===== src/rnc_pkg.sv =====
// Roman numeral converter: shared types, constants and letter tables.
// Used by every module of the block; depends on nothing.
`timescale 1ns / 1ps

package rnc_pkg;

    localparam int SumBitsDefault = 16;

    // Job queue between front and back
    localparam int JobDepth   = 2;
    localparam int JobPtrBits = $clog2(JobDepth);

    localparam logic [7:0] ChM = 8'h4D;
    localparam logic [7:0] ChD = 8'h44;
    localparam logic [7:0] ChC = 8'h43;
    localparam logic [7:0] ChL = 8'h4C;
    localparam logic [7:0] ChX = 8'h58;
    localparam logic [7:0] ChV = 8'h56;
    localparam logic [7:0] ChI = 8'h49;
    localparam logic [7:0] ChNone = 8'h00;

    localparam logic OpDecode = 1'b0;
    localparam logic OpEncode = 1'b1;

    localparam logic [13:0] Thousand = 14'd1000;
    localparam logic [13:0] NoMLimit = 14'd5000;

    typedef struct packed {
        logic        is_enc;
        logic [15:0] value;
        logic        sat;
    } t_job;

    typedef struct packed {
        logic [9:0] value;
        logic [7:0] first;
        logic [7:0] second;
        logic       two;
    } t_token;

    typedef enum logic [0:0] {
        B_IDLE,
        B_ENC
    } t_back_state;

    function automatic logic [9:0] letter_value(logic [7:0] c);
        logic [9:0] v;
        case (c)
            ChM:     v = 10'd1000;
            ChD:     v = 10'd500;
            ChC:     v = 10'd100;
            ChL:     v = 10'd50;
            ChX:     v = 10'd10;
            ChV:     v = 10'd5;
            ChI:     v = 10'd1;
            default: v = 10'd0;
        endcase
        return v;
    endfunction

    // Subtractive pairs: CM CD XC XL IX IV
    function automatic logic is_subtractive(logic [7:0] c, logic [7:0] nx);
        return ((c == ChC) && ((nx == ChM) || (nx == ChD))) ||
               ((c == ChX) && ((nx == ChL) || (nx == ChC))) ||
               ((c == ChI) && ((nx == ChX) || (nx == ChV)));
    endfunction

    // Largest token not above r; r is nonzero and below 5000 here.
    function automatic t_token pick_token(logic [13:0] r);
        t_token t;
        if (r >= 14'd1000)     t = '{10'd1000, ChM, ChNone, 1'b0};
        else if (r >= 14'd900) t = '{10'd900,  ChC, ChM,    1'b1};
        else if (r >= 14'd500) t = '{10'd500,  ChD, ChNone, 1'b0};
        else if (r >= 14'd400) t = '{10'd400,  ChC, ChD,    1'b1};
        else if (r >= 14'd100) t = '{10'd100,  ChC, ChNone, 1'b0};
        else if (r >= 14'd90)  t = '{10'd90,   ChX, ChC,    1'b1};
        else if (r >= 14'd50)  t = '{10'd50,   ChL, ChNone, 1'b0};
        else if (r >= 14'd40)  t = '{10'd40,   ChX, ChL,    1'b1};
        else if (r >= 14'd10)  t = '{10'd10,   ChX, ChNone, 1'b0};
        else if (r >= 14'd9)   t = '{10'd9,    ChI, ChX,    1'b1};
        else if (r >= 14'd5)   t = '{10'd5,    ChV, ChNone, 1'b0};
        else if (r >= 14'd4)   t = '{10'd4,    ChI, ChV,    1'b1};
        else                   t = '{10'd1,    ChI, ChNone, 1'b0};
        return t;
    endfunction

endpackage


===== src/rnc_job_fifo.sv =====
// Two-entry job queue between the front and the back of the converter.
// Depends on rnc_pkg (t_job, JobDepth).
`timescale 1ns / 1ps

module rnc_job_fifo import rnc_pkg::*; (
    input  logic i_clk,
    input  logic i_rst_n,
    input  logic i_push,
    input  t_job i_push_job,
    input  logic i_pop,
    output t_job o_head,
    output logic o_empty,
    output logic o_full
);

    t_job                  r_slot [JobDepth];
    logic [JobPtrBits-1:0] r_wr_ptr, r_rd_ptr;
    logic [JobPtrBits:0]   r_count;

    always_ff @(posedge i_clk) begin
        if (i_push) begin
            r_slot[r_wr_ptr] <= i_push_job;
        end
    end

    always_ff @(posedge i_clk) begin
        if (!i_rst_n) begin
            r_wr_ptr <= '0;
            r_rd_ptr <= '0;
            r_count  <= '0;
        end else begin
            if (i_push) begin
                r_wr_ptr <= (r_wr_ptr == JobPtrBits'(JobDepth - 1)) ? '0 : r_wr_ptr + 1'b1;
            end
            if (i_pop) begin
                r_rd_ptr <= (r_rd_ptr == JobPtrBits'(JobDepth - 1)) ? '0 : r_rd_ptr + 1'b1;
            end
            if (i_push && !i_pop) begin
                r_count <= r_count + 1'b1;
            end else if (i_pop && !i_push) begin
                r_count <= r_count - 1'b1;
            end
        end
    end

    assign o_head  = r_slot[r_rd_ptr];
    assign o_empty = (r_count == '0);
    assign o_full  = (r_count == (JobPtrBits + 1)'(JobDepth));

    a_no_overflow: assert property (@(posedge i_clk) disable iff (!i_rst_n)
        !(i_push && o_full))
        else $error("job pushed into a full queue");

    a_no_underflow: assert property (@(posedge i_clk) disable iff (!i_rst_n)
        !(i_pop && o_empty))
        else $error("job popped from an empty queue");

    a_count_up: assert property (@(posedge i_clk) disable iff (!i_rst_n)
        (i_push && !i_pop) |=> (r_count == $past(r_count) + 1'b1))
        else $error("queue fill count did not follow a push");

endmodule


===== src/rnc_front.sv =====
// Front of the converter: takes items, runs the Roman decode accumulator,
// and posts finished decode sums and encode requests as jobs. Depends on rnc_pkg.
`timescale 1ns / 1ps

module rnc_front import rnc_pkg::*; #(
    parameter int SUM_BITS = SumBitsDefault
) (
    input  logic        i_clk,
    input  logic        i_rst_n,
    input  logic        i_in_valid,
    output logic        o_in_ready,
    input  logic        i_operation,
    input  logic [7:0]  i_character,
    input  logic [13:0] i_number,
    input  logic        i_last_char,
    input  logic        i_queue_full,
    output logic        o_push,
    output t_job        o_push_job
);

    // One sign bit for the transient dip, one carry bit above the maximum
    localparam int SW = SUM_BITS + 2;
    localparam logic signed [SW-1:0] SumMax = {2'b00, {SUM_BITS{1'b1}}};

    typedef struct packed {
        logic signed [SW-1:0] sum;
        logic                 sat;
    } t_acc;

    function automatic t_acc resolve(t_acc a, logic [7:0] c, logic sub);
        t_acc                 res;
        logic signed [SW-1:0] v;
        logic signed [SW-1:0] t;
        res = a;
        v   = {{(SW-10){1'b0}}, letter_value(c)};
        t   = a.sum + v;
        if (!a.sat) begin
            if (sub) begin
                res.sum = a.sum - v;
            end else if (t > SumMax) begin
                res.sum = SumMax;
                res.sat = 1'b1;
            end else begin
                res.sum = t;
            end
        end
        return res;
    endfunction

    logic [7:0]           r_pend_char, n_pend_char;
    logic                 r_pend_valid, n_pend_valid;
    logic signed [SW-1:0] r_sum, n_sum;
    logic                 r_sat, n_sat;

    t_acc                  acc_held, acc_ahead, acc_final;
    logic [SUM_BITS-1:0]   clipped;
    logic                  accept;

    // A decode item that is not last posts nothing, so it never waits on the queue
    assign o_in_ready = !i_queue_full || ((i_operation == OpDecode) && !i_last_char);
    assign accept     = i_in_valid && o_in_ready;

    always_comb begin
        acc_held  = '{r_sum, r_sat};
        acc_ahead = r_pend_valid
                  ? resolve(acc_held, r_pend_char, is_subtractive(r_pend_char, i_character))
                  : acc_held;
        acc_final = resolve(acc_ahead, i_character, 1'b0);
        clipped   = acc_final.sum[SW-1] ? '0 : acc_final.sum[SUM_BITS-1:0];
    end

    always_comb begin
        n_pend_char  = r_pend_char;
        n_pend_valid = r_pend_valid;
        n_sum        = r_sum;
        n_sat        = r_sat;
        o_push       = 1'b0;
        o_push_job   = '{OpEncode, {2'b00, i_number}, 1'b0};
        if (accept) begin
            if (i_operation == OpEncode) begin
                o_push = 1'b1;
            end else if (i_last_char) begin
                o_push       = 1'b1;
                o_push_job   = '{OpDecode, 16'(clipped), acc_final.sat};
                n_pend_char  = '0;
                n_pend_valid = 1'b0;
                n_sum        = '0;
                n_sat        = 1'b0;
            end else begin
                n_pend_char  = i_character;
                n_pend_valid = 1'b1;
                n_sum        = acc_ahead.sum;
                n_sat        = acc_ahead.sat;
            end
        end
    end

    always_ff @(posedge i_clk) begin
        if (!i_rst_n) begin
            r_pend_char  <= '0;
            r_pend_valid <= 1'b0;
            r_sum        <= '0;
            r_sat        <= 1'b0;
        end else begin
            r_pend_char  <= n_pend_char;
            r_pend_valid <= n_pend_valid;
            r_sum        <= n_sum;
            r_sat        <= n_sat;
        end
    end

endmodule


===== src/rnc_back.sv =====
// Back of the converter: drains jobs, returns decode sums and spells encode
// numbers one Roman letter per result, into a registered output. Depends on rnc_pkg.
`timescale 1ns / 1ps

module rnc_back import rnc_pkg::*; (
    input  logic        i_clk,
    input  logic        i_rst_n,
    input  t_job        i_head,
    input  logic        i_empty,
    output logic        o_pop,
    output logic        o_out_valid,
    input  logic        i_out_ready,
    output logic [7:0]  o_roman_char,
    output logic        o_char_valid,
    output logic [15:0] o_arabic_value,
    output logic        o_saturated,
    output logic        o_last_result
);

    t_back_state r_state, n_state;

    logic [13:0] r_num, n_num;
    logic [13:0] r_rem, n_rem;
    logic        r_big, n_big;
    logic        r_pend2, n_pend2;
    logic [7:0]  r_char2, n_char2;

    logic        r_out_valid, n_out_valid;
    logic [7:0]  r_out_char, n_out_char;
    logic        r_out_cv, n_out_cv;
    logic [15:0] r_out_value, n_out_value;
    logic        r_out_sat, n_out_sat;
    logic        r_out_last, n_out_last;

    logic        slot_free;
    t_token      tok;
    logic [13:0] rem_after;
    logic        silent_m;

    assign slot_free = !r_out_valid || i_out_ready;
    assign tok       = pick_token(r_rem);
    assign rem_after = r_rem - {4'd0, tok.value};
    // Thousands above four: strip them without a letter
    assign silent_m  = r_big && (r_rem >= Thousand);

    always_comb begin
        n_state = r_state;
        case (r_state)
            B_IDLE: begin
                if (!i_empty && i_head.is_enc) begin
                    n_state = B_ENC;
                end
            end
            B_ENC: begin
                if (r_pend2) begin
                    if (slot_free && (r_rem == '0)) n_state = B_IDLE;
                end else if (r_rem == '0) begin
                    if (slot_free) n_state = B_IDLE;
                end else if (!silent_m) begin
                    if (slot_free && !tok.two && (rem_after == '0)) n_state = B_IDLE;
                end
            end
            default: n_state = B_IDLE;
        endcase
    end

    always_comb begin
        o_pop       = 1'b0;
        n_num       = r_num;
        n_rem       = r_rem;
        n_big       = r_big;
        n_pend2     = r_pend2;
        n_char2     = r_char2;
        n_out_valid = r_out_valid && !i_out_ready;
        n_out_char  = r_out_char;
        n_out_cv    = r_out_cv;
        n_out_value = r_out_value;
        n_out_sat   = r_out_sat;
        n_out_last  = r_out_last;
        case (r_state)
            B_IDLE: begin
                if (!i_empty) begin
                    if (i_head.is_enc) begin
                        o_pop   = 1'b1;
                        n_num   = i_head.value[13:0];
                        n_rem   = i_head.value[13:0];
                        n_big   = (i_head.value[13:0] >= NoMLimit);
                        n_pend2 = 1'b0;
                    end else if (slot_free) begin
                        o_pop       = 1'b1;
                        n_out_valid = 1'b1;
                        n_out_char  = ChNone;
                        n_out_cv    = 1'b0;
                        n_out_value = i_head.value;
                        n_out_sat   = i_head.sat;
                        n_out_last  = 1'b1;
                    end
                end
            end
            B_ENC: begin
                // a result still waiting keeps its payload
                if (slot_free) begin
                    n_out_value = {2'b00, r_num};
                    n_out_sat   = 1'b0;
                end
                if (r_pend2) begin
                    if (slot_free) begin
                        n_out_valid = 1'b1;
                        n_out_char  = r_char2;
                        n_out_cv    = 1'b1;
                        n_out_last  = (r_rem == '0);
                        n_pend2     = 1'b0;
                    end
                end else if (r_rem == '0) begin
                    // Nothing was spelt: one empty result
                    if (slot_free) begin
                        n_out_valid = 1'b1;
                        n_out_char  = ChNone;
                        n_out_cv    = 1'b0;
                        n_out_last  = 1'b1;
                    end
                end else if (silent_m) begin
                    n_rem = r_rem - Thousand;
                end else if (slot_free) begin
                    n_out_valid = 1'b1;
                    n_out_char  = tok.first;
                    n_out_cv    = 1'b1;
                    n_out_last  = !tok.two && (rem_after == '0);
                    n_rem       = rem_after;
                    n_pend2     = tok.two;
                    n_char2     = tok.second;
                end
            end
            default: ;
        endcase
    end

    always_ff @(posedge i_clk) begin
        if (!i_rst_n) begin
            r_state     <= B_IDLE;
            r_pend2     <= 1'b0;
            r_out_valid <= 1'b0;
        end else begin
            r_state     <= n_state;
            r_pend2     <= n_pend2;
            r_out_valid <= n_out_valid;
        end
    end

    always_ff @(posedge i_clk) begin
        r_num       <= n_num;
        r_rem       <= n_rem;
        r_big       <= n_big;
        r_char2     <= n_char2;
        r_out_char  <= n_out_char;
        r_out_cv    <= n_out_cv;
        r_out_value <= n_out_value;
        r_out_sat   <= n_out_sat;
        r_out_last  <= n_out_last;
    end

    assign o_out_valid    = r_out_valid;
    assign o_roman_char   = r_out_char;
    assign o_char_valid   = r_out_cv;
    assign o_arabic_value = r_out_value;
    assign o_saturated    = r_out_sat;
    assign o_last_result  = r_out_last;

endmodule


===== src/roman_numeral_converter_unit.sv =====
// Roman numeral converter, top level: front, two-entry job queue, back.
// Depends on rnc_pkg, rnc_front, rnc_job_fifo and rnc_back.
`timescale 1ns / 1ps

// Each item picks its mode. Decode (operation 0) takes one Roman character per
// item and per cycle; the front holds one character back as look-ahead, so
// CM/CD/XC/XL/IX/IV subtract, and the item marked last_char yields a single
// result carrying the sum (clipped at 2^SUM_BITS-1 with the saturated flag; the
// low 16 bits are shown). Non-final characters give no result. Encode
// (operation 1) takes a number and yields its letters one per result, in
// order, last_result on the final one; thousands above four spell no M, and a
// number that spells nothing gives one result with char_valid low. An encode
// in the middle of a string leaves the decode state alone.
// Rate: a decode character is taken every cycle, but a final one waits while
// the queue is full; a finished decode sum or an encode request goes into a
// two-entry job queue, and the back side drains it. The back returns at most
// one result per cycle, and none while the receiver holds it off: a decode sum
// gives one result; an encode is loaded, strips each thousand silently when the
// number is 5000 or more (up to 16), then gives one result per letter (at most
// 16, or one empty result). Input is held off only while the job queue is full.

module roman_numeral_converter_unit import rnc_pkg::*; #(
    parameter int SUM_BITS = SumBitsDefault
) (
    input  logic        i_clk,
    input  logic        i_rst_n,
    input  logic        i_in_valid,
    output logic        o_in_ready,
    input  logic        i_operation,
    input  logic [7:0]  i_character,
    input  logic [13:0] i_number,
    input  logic        i_last_char,
    output logic        o_out_valid,
    input  logic        i_out_ready,
    output logic [7:0]  o_roman_char,
    output logic        o_char_valid,
    output logic [15:0] o_arabic_value,
    output logic        o_saturated,
    output logic        o_last_result
);

    logic push, pop, queue_empty, queue_full;
    t_job push_job, head_job;

    // Front: decode accumulator and job posting
    rnc_front #(
        .SUM_BITS(SUM_BITS)
    ) u_front (
        .i_clk       (i_clk),
        .i_rst_n     (i_rst_n),
        .i_in_valid  (i_in_valid),
        .o_in_ready  (o_in_ready),
        .i_operation (i_operation),
        .i_character (i_character),
        .i_number    (i_number),
        .i_last_char (i_last_char),
        .i_queue_full(queue_full),
        .o_push      (push),
        .o_push_job  (push_job)
    );

    // Queue lets the front run on while the back spells a long number
    rnc_job_fifo u_queue (
        .i_clk     (i_clk),
        .i_rst_n   (i_rst_n),
        .i_push    (push),
        .i_push_job(push_job),
        .i_pop     (pop),
        .o_head    (head_job),
        .o_empty   (queue_empty),
        .o_full    (queue_full)
    );

    // Back: letter sequencer and registered output
    rnc_back u_back (
        .i_clk         (i_clk),
        .i_rst_n       (i_rst_n),
        .i_head        (head_job),
        .i_empty       (queue_empty),
        .o_pop         (pop),
        .o_out_valid   (o_out_valid),
        .i_out_ready   (i_out_ready),
        .o_roman_char  (o_roman_char),
        .o_char_valid  (o_char_valid),
        .o_arabic_value(o_arabic_value),
        .o_saturated   (o_saturated),
        .o_last_result (o_last_result)
    );

endmodule


===== config.mk =====
export PLATFORM = sky130hd
export DESIGN_NAME = roman_numeral_converter_unit
export DESIGN_NICKNAME = d
export VERILOG_FILES = /design/src/rnc_pkg.sv /design/src/rnc_job_fifo.sv /design/src/rnc_front.sv /design/src/rnc_back.sv /design/src/roman_numeral_converter_unit.sv
export SDC_FILE = /design/constraint.sdc
export NUM_CORES = 1
export LEC_CHECK = 0
export BUFFER_PORTS_ARGS = -buffer_cell sky130_fd_sc_hd__buf_2
export CORE_ASPECT_RATIO = 0.9
export CORE_MARGIN = 1.5
export CORE_UTILIZATION = 25
export CTS_CLUSTER_SIZE = 40
export DETAILED_ROUTE_END_ITERATION = 12
export HOLD_SLACK_MARGIN = 0.05
export PLACE_DENSITY = 0.35
export SYNTH_ARGS = -nofsm -noshare
export SYNTH_HDL_FRONTEND = slang
export SYNTH_HIERARCHICAL = 1
export SYNTH_SLANG_ARGS = --single-unit
export TNS_END_PERCENT = 30

===== constraint.sdc =====
create_clock -name i_clk -period 7.7 [get_ports i_clk]
set_clock_uncertainty 0.15 [all_clocks]
set_input_delay 0.385 -clock i_clk [delete_from_list [all_inputs] [get_ports i_clk]]
set_output_delay 0.385 -clock i_clk [all_outputs]
set_load 0.02 [all_outputs]

==> out/results.ini <==
[yosys]
yosys-top-cells-count=104 x nand2_1, 98 x edfxtp_1, 98 x nor2_1
synthDistinctLibCells=100
syn-instance-count=1123
synth_top_family_by_area=compound AO/OA/AOI/OAI gates
synth_area_leaders=edfxtp_1 29%, dfxtp_1 7.1%, ha_1 5.5%
ys_seq_area_share_pct=36.0
syn_area_sq_um=10200
avgSynthCellArea_sq_um=9.06
synth_edf_count=98
synth_area_leader_cell=edfxtp_1
synth-simple-area-share_pct=22.5
synth-xor-area-share_pct=2.93
synthMostInstantiatedCell=nand2_1
ys.warnings.count=6
synthesis.nets=1200
synth_top_area_share_pct=28.9
synth_compound_area_share_pct=24.1
synth_ff_type=edfxtp_1
ys_ff_latch=134
synth.mux.area_fraction_pct=3.39
synthAdderAreaFrac_pct=6.32
async_flop_share_pct=0

[timing]
fin_setup_tns_ps=0
worstMarginPinSlew_ps=951
hold_violations=0
rsz0062_at_grt=no
maxSlewHeadroom_pct=36.6
drv_slew=0
period_needed_ps=7170
finalSetupViolCount=0
fmax_mhz=140
finalCritPeriodShare_pct=93.1

[cts]
cts_buffers=17
htree_levels=4
cts_hold_buf=0
clk_latency_ps=440
clock-sinks=134
clk_path_buf_depth=2
cts_resized=0
cts_setup_buffers=0
cts_root_buf=clkbuf_16
cts_tree=built
clkTransAtPathRegs_ps=80

[setup_path]
r2r_slack_ps=530
critPathLaunchType=flip-flop
endpoint_kind=flip-flop
r2r_start=u_front/r_pend_char[7]
crit_fanout=16
crit_required_ps=7740
r2r_end=u_queue/r_slot[0][14]
cpMaxStageDelayCell=or4_4
crit_path_max_incr_delay_ps=610
path_class=flip-flop to flip-flop
crit_arrival_ps=7210
rr_worst_depth=28

[power]
p_leak_uw=0.00431
internal-power_uw=1990
clockPowerShare_pct=25.7
seqPwrFrac_pct=35.9
switchingPower_uw=1370
switching_share_pct=40.8
ir_drop_mv=0.148
p_per_area_nw_per_um2=290
p_comb_share_pct=38.4

[detailed_routing]
avgViaCountPerCell=5.15
drc=0
wl_um=34300
drt.antenna.violating_nets=0
drtIter0Drc=664
firstDrtPassIters=5
wl_per_cell_um=20.2
vias=8718

[floorplanning]
start_util_pct=25.6
die_w_um=216
rows=69
fp.coreArea_sq_um=39800
io_pins=57
die_y_um=194
die_area_sq_um=41900

[grt]
grt_max_degree=53
antenna_found_initial=0
grt.total_usage_pct=16.6
grt_pass1_wl_um=53400
gr-total-overflow=0
grt_pass1_vias=8450

[placed_design]
routabilityCongestion=0.840
numPortBuffers=56
dp.final_hpwl_um=25900
place_inst=1662

[run_status]
outcome=finished, final reports clean

[min_path]
hold_class=primary input to flip-flop
min-delay-start=i_character[7]
hold_end=u_front/r_pend_char[7]
hold_depth=3

[final_layout]
syn_to_final_growth_pct=14.0
fin_cells=1694
antenna_cells=0
drive_above_1_share_pct=15.8
final_nets=1226

[run]
drv_cap=0

-- power by group through the flow --
stage          clock network [uW]  registers, uW  logic, uW
4_1_cts                       895           1210       1310
3_5_place_dp                    0           1220       1300
2_1_floorplan                   0           1210        876
5_1_grt                       919           1240       1420
3_3_place_gp                    0           1230       1310
6_report                      864           1210       1290
-- stage by stage --
stage / total power (uW) / setup WS (ps) / hold slack (ps) / util [%] / cell area [sq um]
2_1_floorplan: 2090 / 994 / 316 / - / 10200
3_3_place_gp: 2540 / 447 / 344 / 27.5 / 11000
3_5_place_dp: 2520 / 327 / 340 / 27.5 / 11000
4_1_cts: 3410 / 246 / 69.0 / 29.0 / 11600
5_1_grt: 3580 / 28.1 / 119 / 29.1 / 11600
6_report: 3360 / 532 / 100 / 29.1 / 11600
-- metal layers --
metal  vias to the layer above  part of all wire, %  wire [um]  track usage [%]
li1                       4285                    -          -                -
met1                      4237                   53      18300             25.7
met2                       182                   42      14400             24.1
met3                        14                  3.8       1300             2.07
met4                         0                 0.76        259             3.65
met5                         -                    0          0                0
-- layout by cell type (no fill, tap or decap), drive strengths merged, types with 24 or more instances in the layout --
master	synthesis	routed
buf	24	78
dfxtp	36	36
inv	36	45
a22oi	29	29
o21ai	46	46
nor2	99	99
a21oi	66	66
nor2b	54	54
ha	45	45
edfxtp	98	98
nand2	104	104
nand3	24	24
nand2b	24	24
mux2	28	28
-- critical path: cells and delay by family (launching register included) --
| kind | cells | cell delay (ps) |
|---|---|---|
| AO/OA/AOI/OAI | 12 | 2030 |
| flip-flops | 1 | 310 |
| adder cells (fa/ha/maj) | 2 | 780 |
| buffers and inverters | 3 | 580 |
| AND/OR/NAND/NOR | 11 | 3050 |
-- area by class of cell --
class	instances	area [sq um]
inverter	37	139
fill	4201	28200
clock buffer	17	425
clock inverter	15	183
timing repair buffer	78	445
tap	532	666
sequential	134	3670
multi-input combinational	881	6070
-- how the worst max path moves through the flow --
stage / startpoint / to / slack (ps) / cells past startpoint
after floorplan: u_front/r_pend_char[7] / u_queue/r_slot[0][15] / 990 / 25
after global placement: u_front/r_pend_char[7] / u_queue/r_slot[0][14] / 450 / 28
after detailed placement: u_front/r_pend_char[7] / u_queue/r_slot[1][14] / 330 / 28
after CTS: u_front/r_pend_char[7] / u_queue/r_slot[0][14] / 250 / 26
after global routing: u_front/r_pend_char[6] / u_queue/r_slot[0][14] / 30 / 28
final: u_front/r_pend_char[7] / u_queue/r_slot[0][14] / 530 / 28
-- cell families after synthesis --
group | Yosys count
buffers and inverters | 108
flip-flops | 134
AO/OA/AOI/OAI | 337
XOR/XNOR | 34
AND/OR/NAND/NOR | 430
multiplexers | 31
adder cells (fa/ha/maj) | 49
-- flip-flops by register name, summed over array words and instances, names as in the netlist, named ones only --
register and count:
u_back/o_roman_char 8, u_back/r_num 14, u_queue/r_wr_ptr 1, u_back/r_char2 6, u_queue/r_rd_ptr 1, u_front/r_pend_char 8
u_front/r_sum 18, u_back/o_last_result 1, u_front/r_pend_valid 1, u_back/r_big 1, u_back/r_rem 14, u_back/o_saturated 1
u_front/r_sat 1, u_back/r_pend2 1, u_back/r_state 1, u_queue/r_slot 36, u_back/o_arabic_value 16, u_queue/r_count 2
u_back/o_out_valid 1, u_back/o_char_valid 1
Power figures use the tool's default switching activity.
